$ cat src/sv/tbsc_pkg.sv
// Shared types and constants for the tape block search controller.
`timescale 1ns / 1ps

package tbsc_pkg;

  // Input word kinds.
  typedef enum logic [1:0] {
    MODE_REQUEST = 2'd0,
    MODE_BLOCK   = 2'd1,
    MODE_ERROR   = 2'd2,
    MODE_CLOSE   = 2'd3
  } mode_t;

  // Sequencer phase.
  typedef enum logic [1:0] {
    PH_IDLE = 2'd0,
    PH_FWD  = 2'd1,
    PH_REV  = 2'd2,
    PH_XFER = 2'd3
  } phase_t;

  // Tape commands.
  typedef enum logic [2:0] {
    CMD_NONE  = 3'd0,
    CMD_STOP  = 3'd1,
    CMD_SFWD  = 3'd2,
    CMD_SREV  = 3'd3,
    CMD_READ  = 3'd4,
    CMD_WRITE = 3'd5
  } cmd_t;

  // Request completion codes.
  typedef enum logic [1:0] {
    CMP_PENDING = 2'd0,
    CMP_OK      = 2'd1,
    CMP_ERROR   = 2'd2,
    CMP_BUSY    = 2'd3
  } comp_t;

  // Configuration register indexes.
  localparam logic [1:0] CFG_BLOCK_LIMIT = 2'd0;
  localparam logic [1:0] CFG_RETRY_LIMIT = 2'd1;
  localparam logic [1:0] CFG_TURNAROUND  = 2'd2;

  localparam logic [9:0] BLOCK_LIMIT_RST = 10'd578;
  localparam logic [4:0] RETRY_LIMIT_RST = 5'd20;
  localparam logic [3:0] TURNAROUND_RST  = 4'd3;

  localparam int IN_DATA_W  = 64;
  localparam int OUT_DATA_W = 48;

  typedef struct packed {
    logic        select_error;
    logic        illegal_op;
    logic        block_missed;
    logic        end_zone;
    logic        up_to_speed;
    logic [17:0] mem_address;
    logic [14:0] word_count;
    logic        is_read;
    logic [9:0]  seen_block;
    logic [9:0]  target_block;
    logic [2:0]  drive;
    mode_t       mode;
  } item_t;

  typedef struct packed {
    logic        log_error;
    comp_t       completion;
    logic [14:0] dma_words;
    logic [17:0] dma_address;
    logic [2:0]  command_drive;
    logic        stop_first;
    cmd_t        command;
  } result_t;

  typedef struct packed {
    phase_t      phase;
    logic [4:0]  retries_left;
    logic [2:0]  selected_drive;
    logic [2:0]  active_drive;
    logic [9:0]  wanted_block;
    logic        pending_read;
    logic [17:0] pending_address;
    logic [14:0] pending_words;
  } seq_state_t;

  typedef struct packed {
    logic [9:0] block_limit;
    logic [4:0] retry_limit;
    logic [3:0] turnaround_margin;
  } cfg_t;

endpackage

$ cat src/sv/tbsc_step.sv
// Next-state and result logic for one event of the block search sequencer.
`timescale 1ns / 1ps

module tbsc_step #(
  parameter int NUM_DRIVES = 8
) (
  input  tbsc_pkg::cfg_t          cfg,
  input  tbsc_pkg::seq_state_t    st,
  input  logic [NUM_DRIVES-1:0]   failed,
  input  tbsc_pkg::item_t         item,
  output tbsc_pkg::seq_state_t    st_nxt,
  output logic [NUM_DRIVES-1:0]   failed_nxt,
  output tbsc_pkg::result_t       res
);
  import tbsc_pkg::*;

  logic        busy;
  logic        drv_ok;
  logic        drv_failed;
  logic        req_start;
  logic        req_bad;
  logic        err_busy;
  logic        err_fatal;
  logic        err_exhaust;
  logic        err_retry;
  logic        blk_done;
  logic        finish;
  logic [10:0] rev_sum;

  always_comb begin
    drv_failed = 1'b0;
    for (int i = 0; i < NUM_DRIVES; i++) begin
      if (item.drive == 3'(i) && failed[i]) drv_failed = 1'b1;
    end
  end

  assign busy        = (st.phase != PH_IDLE);
  assign drv_ok      = ({1'b0, item.drive} < 4'(NUM_DRIVES));
  assign req_bad     = !drv_ok || (item.target_block >= cfg.block_limit) || drv_failed;
  assign req_start   = (item.mode == MODE_REQUEST) && !busy && !req_bad;
  assign err_busy    = (item.mode == MODE_ERROR) && busy;
  assign err_fatal   = err_busy && (item.illegal_op || item.select_error);
  assign err_exhaust = err_busy && !err_fatal && (st.retries_left <= 5'd1);
  assign err_retry   = err_busy && !err_fatal && !err_exhaust;
  assign blk_done    = (item.mode == MODE_BLOCK) && (st.phase == PH_XFER);
  assign finish      = blk_done || err_fatal || err_exhaust;
  // In reverse the search keeps going until it is the margin past the target.
  assign rev_sum     = {1'b0, item.seen_block} + {7'd0, cfg.turnaround_margin};

  // Phase transitions.
  always_comb begin
    st_nxt.phase = st.phase;
    if (finish) begin
      st_nxt.phase = PH_IDLE;
    end else if (req_start) begin
      st_nxt.phase = item.up_to_speed ? PH_FWD : PH_REV;
    end else if (item.mode == MODE_BLOCK) begin
      case (st.phase)
        PH_FWD: begin
          if (item.seen_block > st.wanted_block) st_nxt.phase = PH_REV;
          else if (item.seen_block == st.wanted_block) st_nxt.phase = PH_XFER;
        end
        PH_REV: begin
          if (rev_sum <= {1'b0, st.wanted_block}) st_nxt.phase = PH_FWD;
        end
        default: st_nxt.phase = st.phase;
      endcase
    end else if (err_retry) begin
      st_nxt.phase = (st.phase == PH_REV) ? PH_FWD : PH_REV;
    end
  end

  // Request bookkeeping and failed-drive flags.
  always_comb begin
    st_nxt.retries_left    = st.retries_left;
    st_nxt.selected_drive  = st.selected_drive;
    st_nxt.active_drive    = st.active_drive;
    st_nxt.wanted_block    = st.wanted_block;
    st_nxt.pending_read    = st.pending_read;
    st_nxt.pending_address = st.pending_address;
    st_nxt.pending_words   = st.pending_words;
    failed_nxt             = failed;
    if (req_start) begin
      st_nxt.retries_left    = cfg.retry_limit;
      st_nxt.selected_drive  = item.drive;
      st_nxt.active_drive    = item.drive;
      st_nxt.wanted_block    = item.target_block;
      st_nxt.pending_read    = item.is_read;
      st_nxt.pending_address = item.mem_address;
      st_nxt.pending_words   = item.word_count;
    end
    if (err_fatal || err_exhaust) st_nxt.retries_left = 5'd0;
    if (err_retry) st_nxt.retries_left = st.retries_left - 5'd1;
    for (int i = 0; i < NUM_DRIVES; i++) begin
      if (err_fatal && st.active_drive == 3'(i)) failed_nxt[i] = 1'b1;
      if (item.mode == MODE_CLOSE && item.drive == 3'(i)) failed_nxt[i] = 1'b0;
    end
  end

  // Result word.
  always_comb begin
    res               = '0;
    res.command       = CMD_NONE;
    res.completion    = CMP_PENDING;
    if (finish) begin
      res.command       = CMD_STOP;
      res.command_drive = st.active_drive;
      res.completion    = blk_done ? CMP_OK : CMP_ERROR;
    end else if (item.mode == MODE_REQUEST) begin
      if (busy) begin
        res.completion = CMP_BUSY;
      end else if (req_bad) begin
        res.completion = CMP_ERROR;
      end else begin
        res.stop_first    = (st.selected_drive != item.drive);
        res.command       = item.up_to_speed ? CMD_SFWD : CMD_SREV;
        res.command_drive = item.drive;
      end
    end else if (item.mode == MODE_BLOCK && busy) begin
      res.command_drive = st.active_drive;
      if (st.phase == PH_FWD) begin
        if (item.seen_block > st.wanted_block) begin
          res.command = CMD_SREV;
        end else if (item.seen_block < st.wanted_block) begin
          res.command = CMD_SFWD;
        end else begin
          res.command     = st.pending_read ? CMD_READ : CMD_WRITE;
          res.dma_address = st.pending_address;
          res.dma_words   = st.pending_words;
        end
      end else begin
        res.command = (rev_sum > {1'b0, st.wanted_block}) ? CMD_SREV : CMD_SFWD;
      end
    end else if (err_retry) begin
      res.command       = (st.phase == PH_REV) ? CMD_SFWD : CMD_SREV;
      res.command_drive = st.active_drive;
    end
    if (err_busy) res.log_error = !(item.end_zone || item.block_missed);
  end

endmodule

$ cat src/sv/tape_block_search_controller_core.sv
// Top level of the tape block search controller: ports, registers and handshake.
`timescale 1ns / 1ps

// Sequences one block transfer at a time on a set of tape drives.
// Input channel (in_*): one word per event; in_tuser gives its kind (request,
// block interrupt, error interrupt, drive close) and in_tdata its fields.
// Result channel (out_*): exactly one result word per input word, in order,
// carrying the tape command, its drive, the DMA buffer of a data command, the
// completion code and an error-log flag.
// Configuration channel (cfg_*): writes block_limit, retry_limit and
// turnaround_margin by index; always ready, meant to be used while idle.
// An accepted word is held in the input register, and its result is loaded
// into the output register once that register is empty or being drained,
// which raises out_tvalid. Throughput is one word per cycle while out_tready
// stays high, set by the single pass of compare logic between the input and
// output registers.
// When the receiver stalls, the result is held and one more word can wait in
// the input register; after that in_tready drops until out_tready returns.
// Reset (rst_n low, synchronous) empties both registers, makes the sequencer
// idle, clears all failed-drive flags and restores the register defaults.
module tape_block_search_controller_core #(
  parameter int NUM_DRIVES = 8
) (
  input  logic                               clk,
  input  logic                               rst_n,
  input  logic                               in_tvalid,
  output logic                               in_tready,
  // Fields from bit 0: drive, target_block, seen_block, is_read, word_count,
  // mem_address, up_to_speed, end_zone, block_missed, illegal_op,
  // select_error, zero fill.
  input  logic [tbsc_pkg::IN_DATA_W-1:0]     in_tdata,
  // Fields from bit 0: mode.
  input  logic [1:0]                         in_tuser,
  output logic                               out_tvalid,
  input  logic                               out_tready,
  // Fields from bit 0: command, stop_first, command_drive, dma_address,
  // dma_words, completion, log_error, zero fill.
  output logic [tbsc_pkg::OUT_DATA_W-1:0]    out_tdata,
  input  logic                               cfg_valid,
  output logic                               cfg_ready,
  input  logic [1:0]                         cfg_index,
  input  logic [9:0]                         cfg_data
);
  import tbsc_pkg::*;

  cfg_t                  cfg_r;
  seq_state_t            state_r;
  seq_state_t            state_nxt;
  logic [NUM_DRIVES-1:0] failed_r;
  logic [NUM_DRIVES-1:0] failed_nxt;
  logic                  in_valid_r;
  item_t                 item_r;
  logic                  out_valid_r;
  result_t               res_r;
  result_t               res;
  logic                  adv;

  // A word moves from the input register to the output register when the
  // output register is empty or being drained.
  assign adv       = in_valid_r && (!out_valid_r || out_tready);
  assign in_tready = !in_valid_r || adv;
  assign cfg_ready = 1'b1;

  tbsc_step #(
    .NUM_DRIVES(NUM_DRIVES)
  ) u_step (
    .cfg        (cfg_r),
    .st         (state_r),
    .failed     (failed_r),
    .item       (item_r),
    .st_nxt     (state_nxt),
    .failed_nxt (failed_nxt),
    .res        (res)
  );

  always_ff @(posedge clk) begin
    if (!rst_n) begin
      cfg_r.block_limit       <= BLOCK_LIMIT_RST;
      cfg_r.retry_limit       <= RETRY_LIMIT_RST;
      cfg_r.turnaround_margin <= TURNAROUND_RST;
    end else if (cfg_valid && cfg_ready) begin
      unique case (cfg_index)
        CFG_BLOCK_LIMIT: cfg_r.block_limit       <= cfg_data;
        CFG_RETRY_LIMIT: cfg_r.retry_limit       <= cfg_data[4:0];
        CFG_TURNAROUND:  cfg_r.turnaround_margin <= cfg_data[3:0];
        default:         cfg_r                   <= cfg_r;
      endcase
    end
  end

  always_ff @(posedge clk) begin
    if (!rst_n) begin
      in_valid_r  <= 1'b0;
      out_valid_r <= 1'b0;
      state_r     <= '0;
      failed_r    <= '0;
    end else begin
      if (in_tready) in_valid_r <= in_tvalid;
      if (adv) begin
        out_valid_r <= 1'b1;
        state_r     <= state_nxt;
        failed_r    <= failed_nxt;
      end else if (out_tready) begin
        out_valid_r <= 1'b0;
      end
    end
  end

  always_ff @(posedge clk) begin
    if (in_tready && in_tvalid) item_r <= item_t'({in_tdata[61:0], in_tuser});
    if (adv) res_r <= res;
  end

  assign out_tvalid = out_valid_r;
  assign out_tdata  = {5'd0, res_r};

  // A rejected request leaves the sequencer phase alone.
  a_busy_keeps_phase: assert property (@(posedge clk) disable iff (!rst_n)
    adv && res.completion == CMP_BUSY |=> $stable(state_r.phase))
    else $error("busy rejection changed the phase");

  // A stop always ends the request.
  a_stop_idles: assert property (@(posedge clk) disable iff (!rst_n)
    adv && res.command == CMD_STOP |=> state_r.phase == PH_IDLE)
    else $error("stop issued without going idle");

  // A data command puts the sequencer in the transfer phase.
  a_data_xfer: assert property (@(posedge clk) disable iff (!rst_n)
    adv && (res.command == CMD_READ || res.command == CMD_WRITE)
    |=> state_r.phase == PH_XFER)
    else $error("data command without transfer phase");

  // An empty output register never blocks the input.
  a_ready_empty: assert property (@(posedge clk) disable iff (!rst_n)
    !out_valid_r |-> in_tready)
    else $error("input stalled with empty output register");

endmodule

$ cat config.mk
export PLATFORM = sky130hd
export DESIGN_NAME = tape_block_search_controller_core
export DESIGN_NICKNAME = d
export VERILOG_FILES = /design/src/sv/tbsc_pkg.sv /design/src/sv/tbsc_step.sv /design/src/sv/tape_block_search_controller_core.sv
export SDC_FILE = /design/constraint.sdc
export NUM_CORES = 1
export LEC_CHECK = 0
export ABC_CLOCK_PERIOD_IN_PS = 7750
export BUFFER_PORTS_ARGS = -buffer_cell sky130_fd_sc_hd__buf_4
export CAP_MARGIN = 20
export CORE_MARGIN = 2
export CORE_UTILIZATION = 61
export DETAILED_ROUTE_END_ITERATION = 16
export GPL_ROUTABILITY_DRIVEN = 0
export GPL_TIMING_DRIVEN = 1
export PLACE_DENSITY = 0.85
export RECOVER_POWER = 50
export SLEW_MARGIN = 10
export SYNTH_ARGS = -nofsm -noshare
export SYNTH_HDL_FRONTEND = slang
export SYNTH_SLANG_ARGS = --single-unit
$ cat constraint.sdc
create_clock -name clk -period 7.75 [get_ports clk]
set_input_delay 2.325 -clock clk [delete_from_list [all_inputs] [get_ports clk]]
set_output_delay 2.325 -clock clk [all_outputs]
set_load 0.01 [all_outputs]
==> impl_metrics.prom <==
# TYPE chip_impl_metric gauge
chip_impl_info{name="setup.worst_path.end_class",value="flop"} 1
chip_impl_metric{name="timing_hold_violations_final",unit=""} 0
chip_impl_metric{name="irDropWorstVdd",unit="mV"} 0.217
chip_impl_metric{name="floorplan.die.height",unit="um"} 120
chip_impl_metric{name="maxCapViolCount",unit=""} 2
chip_impl_metric{name="worst_setup_hold_path_clk_slew",unit="ns"} 0.07
chip_impl_metric{name="grt_first_pass_wirelength",unit="um"} 28500
chip_impl_metric{name="gr-total-overflow",unit=""} 0
chip_impl_metric{name="detail_route.wirelength",unit="um"} 17800
chip_impl_info{name="cts_tree",value="built"} 1
chip_impl_info{name="rsz0062_at_grt",value="no"} 1
chip_impl_info{name="worstSetupStartpointType",value="input pin"} 1
chip_impl_metric{name="timing.clock.skew",unit="ns"} 0.0159
chip_impl_metric{name="core_area",unit="um2"} 13200
chip_impl_metric{name="tightestPinTransition",unit="ns"} 3.26
chip_impl_metric{name="clock-sinks",unit=""} 190
chip_impl_metric{name="sum_of_negative_setup_slack",unit="ns"} 0
chip_impl_metric{name="worst_skew_pair_latency",unit="ns"} 0.44
chip_impl_info{name="dominantRegCellSynth",value="edfxtp_1"} 1
chip_impl_metric{name="setup_violations",unit=""} 0
chip_impl_metric{name="fmaxAchievable",unit="MHz"} 186
chip_impl_metric{name="postSynthRegisterBits",unit=""} 190
chip_impl_metric{name="dr_total_vias",unit=""} 5983
chip_impl_metric{name="core.rowCount",unit=""} 42
chip_impl_metric{name="layout.nets",unit=""} 982
chip_impl_info{name="classification_of_the_worst_setup_path",value="input pin to flop"} 1
chip_impl_metric{name="syn-mean-instance-area",unit="um2"} 11.0
chip_impl_metric{name="detail-route-antenna-nets",unit=""} 0
chip_impl_metric{name="detailedRoute.firstPassIterationCount",unit=""} 6
chip_impl_metric{name="post_synth_instance_area",unit="um2"} 8220
chip_impl_info{name="yosysTopAreaCell",value="edfxtp_1"} 1
chip_impl_metric{name="boundaryPins",unit=""} 134
chip_impl_metric{name="clockBufferDepth",unit=""} 2
chip_impl_info{name="failed_checks",value="max-capacitance violations, max-slew violations"} 1
chip_impl_metric{name="synthToLayoutAreaGrowth",unit="%"} 16.7
chip_impl_metric{name="initial_core_util",unit="%"} 62.3
chip_impl_metric{name="cts_max_level",unit=""} 4
chip_impl_metric{name="cts-hold-fix-buffers",unit=""} 0
chip_impl_metric{name="largest_net_degree_at_the_start_of_global_routing",unit=""} 95
chip_impl_metric{name="final_min_period_over_clock_period",unit="%"} 69.3
chip_impl_metric{name="grt_antenna_before_repair",unit=""} 0
chip_impl_metric{name="arrival_time_of_data_at_the_critical_path_endpoint",unit="ns"} 5.55
chip_impl_metric{name="clock_period_minus_final_worst_setup_slack",unit="ns"} 5.37
chip_impl_info{name="min_path_type",value="flop to flop"} 1
chip_impl_metric{name="final.setup.worst_slack",unit="ns"} 2.38
chip_impl_info{name="status",value="finished with violations"} 1
chip_impl_metric{name="fillCellCount",unit=""} 922
chip_impl_metric{name="synth-edff-count",unit=""} 107
chip_impl_metric{name="cts_resized",unit=""} 0
chip_impl_metric{name="wl_per_cell",unit="um"} 17.0
chip_impl_metric{name="preCtsSetupSlack",unit="ns"} 2.52
chip_impl_metric{name="yosysUniqueCellTypes",unit=""} 64
chip_impl_metric{name="dp.final_hpwl",unit="um"} 11700
chip_impl_metric{name="grt_pass1_vias",unit=""} 6083
chip_impl_info{name="clockRootBuffer",value="clkbuf_16"} 1
chip_impl_metric{name="die_width",unit="um"} 120
chip_impl_metric{name="cellLeakagePower",unit="nW"} 3.61
chip_impl_metric{name="report.final.slew_viol_count",unit=""} 89
chip_impl_metric{name="postCtsSetupBuffers",unit=""} 0
chip_impl_metric{name="async_reset_ff_share",unit="%"} 0
chip_impl_metric{name="drt_iter0_markers",unit=""} 605
chip_impl_metric{name="yosysWarnings",unit=""} 0
chip_impl_info{name="synth_area_leaders",value="edfxtp_1 (39%), dfxtp_1 (20%), ha_1 (6.1%), a21oi_1 (4.7%), nand2_1 (3.7%)"} 1
chip_impl_metric{name="post-route-drc-count",unit=""} 0
chip_impl_metric{name="number_of_buffers_created_by_cts",unit=""} 17
chip_impl_metric{name="slew_headroom",unit="%"} -117
chip_impl_metric{name="ys_seq_area_share",unit="%"} 59.3
chip_impl_metric{name="viasPerCell",unit=""} 5.71
chip_impl_metric{name="crit_required",unit="ns"} 7.93
chip_impl_metric{name="cp_max_fo",unit=""} 68
chip_impl_metric{name="overall_global_routing_resource_usage",unit="%"} 25.2
chip_impl_metric{name="final_layout_size_suffix_gt1_share",unit="%"} 13.5
chip_impl_metric{name="netlist.area_leader.share",unit="%"} 39.1
chip_impl_metric{name="design.die.area",unit="um2"} 14400
chip_impl_metric{name="power.density_cell_area",unit="nW/um2"} 223
chip_impl_metric{name="synth_cells",unit=""} 746
chip_impl_metric{name="diodes",unit=""} 0
chip_impl_metric{name="portBuffers",unit=""} 125
## metrics by stage
| stage | utilization, % | hold WS, ns | std cells | area, um2 | total power [mW] |
|---|---|---|---|---|---|
| floorplan | - | 0.432 | 750 | 8230 | 1.25 |
| global placement | 69.9 | 0.437 | 1013 | 9220 | 1.32 |
| detailed placement | 70.1 | 0.444 | 1014 | 9240 | 1.33 |
| CTS | 74.4 | 0.453 | 1046 | 9810 | 2.15 |
| global route | 72.7 | 0.472 | 1047 | 9600 | 2.21 |
| finish | 72.7 | 0.450 | 1047 | 9600 | 2.14 |
## layer usage
layer	global-route usage (%)	routed length, um	part of all wire, %	vias up
met5	0	0	0	-
met4	8.60	294	1.7	0
met3	4.99	1080	6.1	31
met2	45.1	9260	52	220
met1	30.3	7150	40	2870
li1	-	-	-	2862
## layout by cell type (no fill, tap or decap), types with 17 or more instances in the layout
master	synthesis	routed
edfxtp_1	107	107
dfxtp_1	83	83
nand2_1	81	81
a21oi_1	77	77
clkbuf_4	0	62
nand3_1	53	52
clkbuf_1	26	52
ha_1	40	40
nor2_1	38	39
inv_1	33	33
and2_0	0	24
clkbuf_16	0	18
buf_4	6	17
## cells in the mapped netlist (4+ instances only)
| cell | n |
|---|---|
| inv_1 | 33 |
| buf_2 | 5 |
| a31oi_1 | 6 |
| ha_1 | 40 |
| mux2i_1 | 15 |
| o211ai_1 | 5 |
| a21o_1 | 5 |
| nand3_1 | 53 |
| nand2_1 | 81 |
| nor2_1 | 38 |
| o21ai_1 | 12 |
| clkbuf_1 | 26 |
| nor3_1 | 11 |
| buf_4 | 6 |
| xnor2_1 | 10 |
| dfxtp_1 | 83 |
| buf_6 | 4 |
| a21oi_1 | 77 |
| nand2b_1 | 9 |
| edfxtp_1 | 107 |
| nor2b_1 | 9 |
| nor3b_1 | 6 |
| o21ai_0 | 8 |
| nand4_1 | 7 |
| and2_1 | 35 |
## sequential cells by signal, summed over array words and instances, names as in the netlist
name        cells
cfg_r          19
out_tvalid      1
in_valid_r      1
item_r         64
state_r        54
out_tdata      43
failed_r        8
## worst max-delay path: stages
cell	delay [ns]
clkbuf_1	0.42
clkinv_1	0.14
clkbuf_1	2.32
o41ai_1	0.33
## kinds of logic (layout without fill, tap and decap cells)
group / after synthesis / count (layout) / share of synthesized area, %
DFF: 190 / 190 / 59.3
xor gates and xnor gates: 13 / 13 / 1.39
adders and majority gates: 41 / 41 / 6.33
muxes: 16 / 16 / 2.10
and+or+nand+nor: 266 / 266 / 16.3
buffers and inverters: 79 / 200 / 4.35
other: 2 / 6 / 0.0914
AOI/OAI and AO/OA: 139 / 139 / 10.1
## where the power goes
| group | internal (mW) | switching [mW] |
|---|---|---|
| clock network | 0.446 | 0.390 |
| logic | 0.0715 | 0.104 |
| registers | 1.10 | 0.0213 |
| total | 1.62 | 0.516 |
## cell type report
cell class	instances	area, um2	area share [%]
flip-flops and latches	190	4870	50.8
multi-input cells	481	2970	30.9
repair buffers	132	832	8.67
clock buffers	20	468	4.88
well taps	176	220	2.29
inverters	36	136	1.42
clock inverters	12	97.6	1.02
## path summary, 6_finish.rpt
check	start	endpoint	slack, ns	cells after the start
worst max register to register	item_r[3]$_DFFE_PP_	state_r[55]$_SDFFE_PN0P_	3.68	7
worst min-delay path	state_r[30]$_SDFFE_PN0P_	state_r[30]$_SDFFE_PN0P_	0.45	2
worst max-delay path	rst_n	state_r[52]$_SDFFE_PN0P_	2.38	4
worst min register to register	state_r[30]$_SDFFE_PN0P_	state_r[30]$_SDFFE_PN0P_	0.45	2
Note: power is estimated with default switching activity, not from simulation.
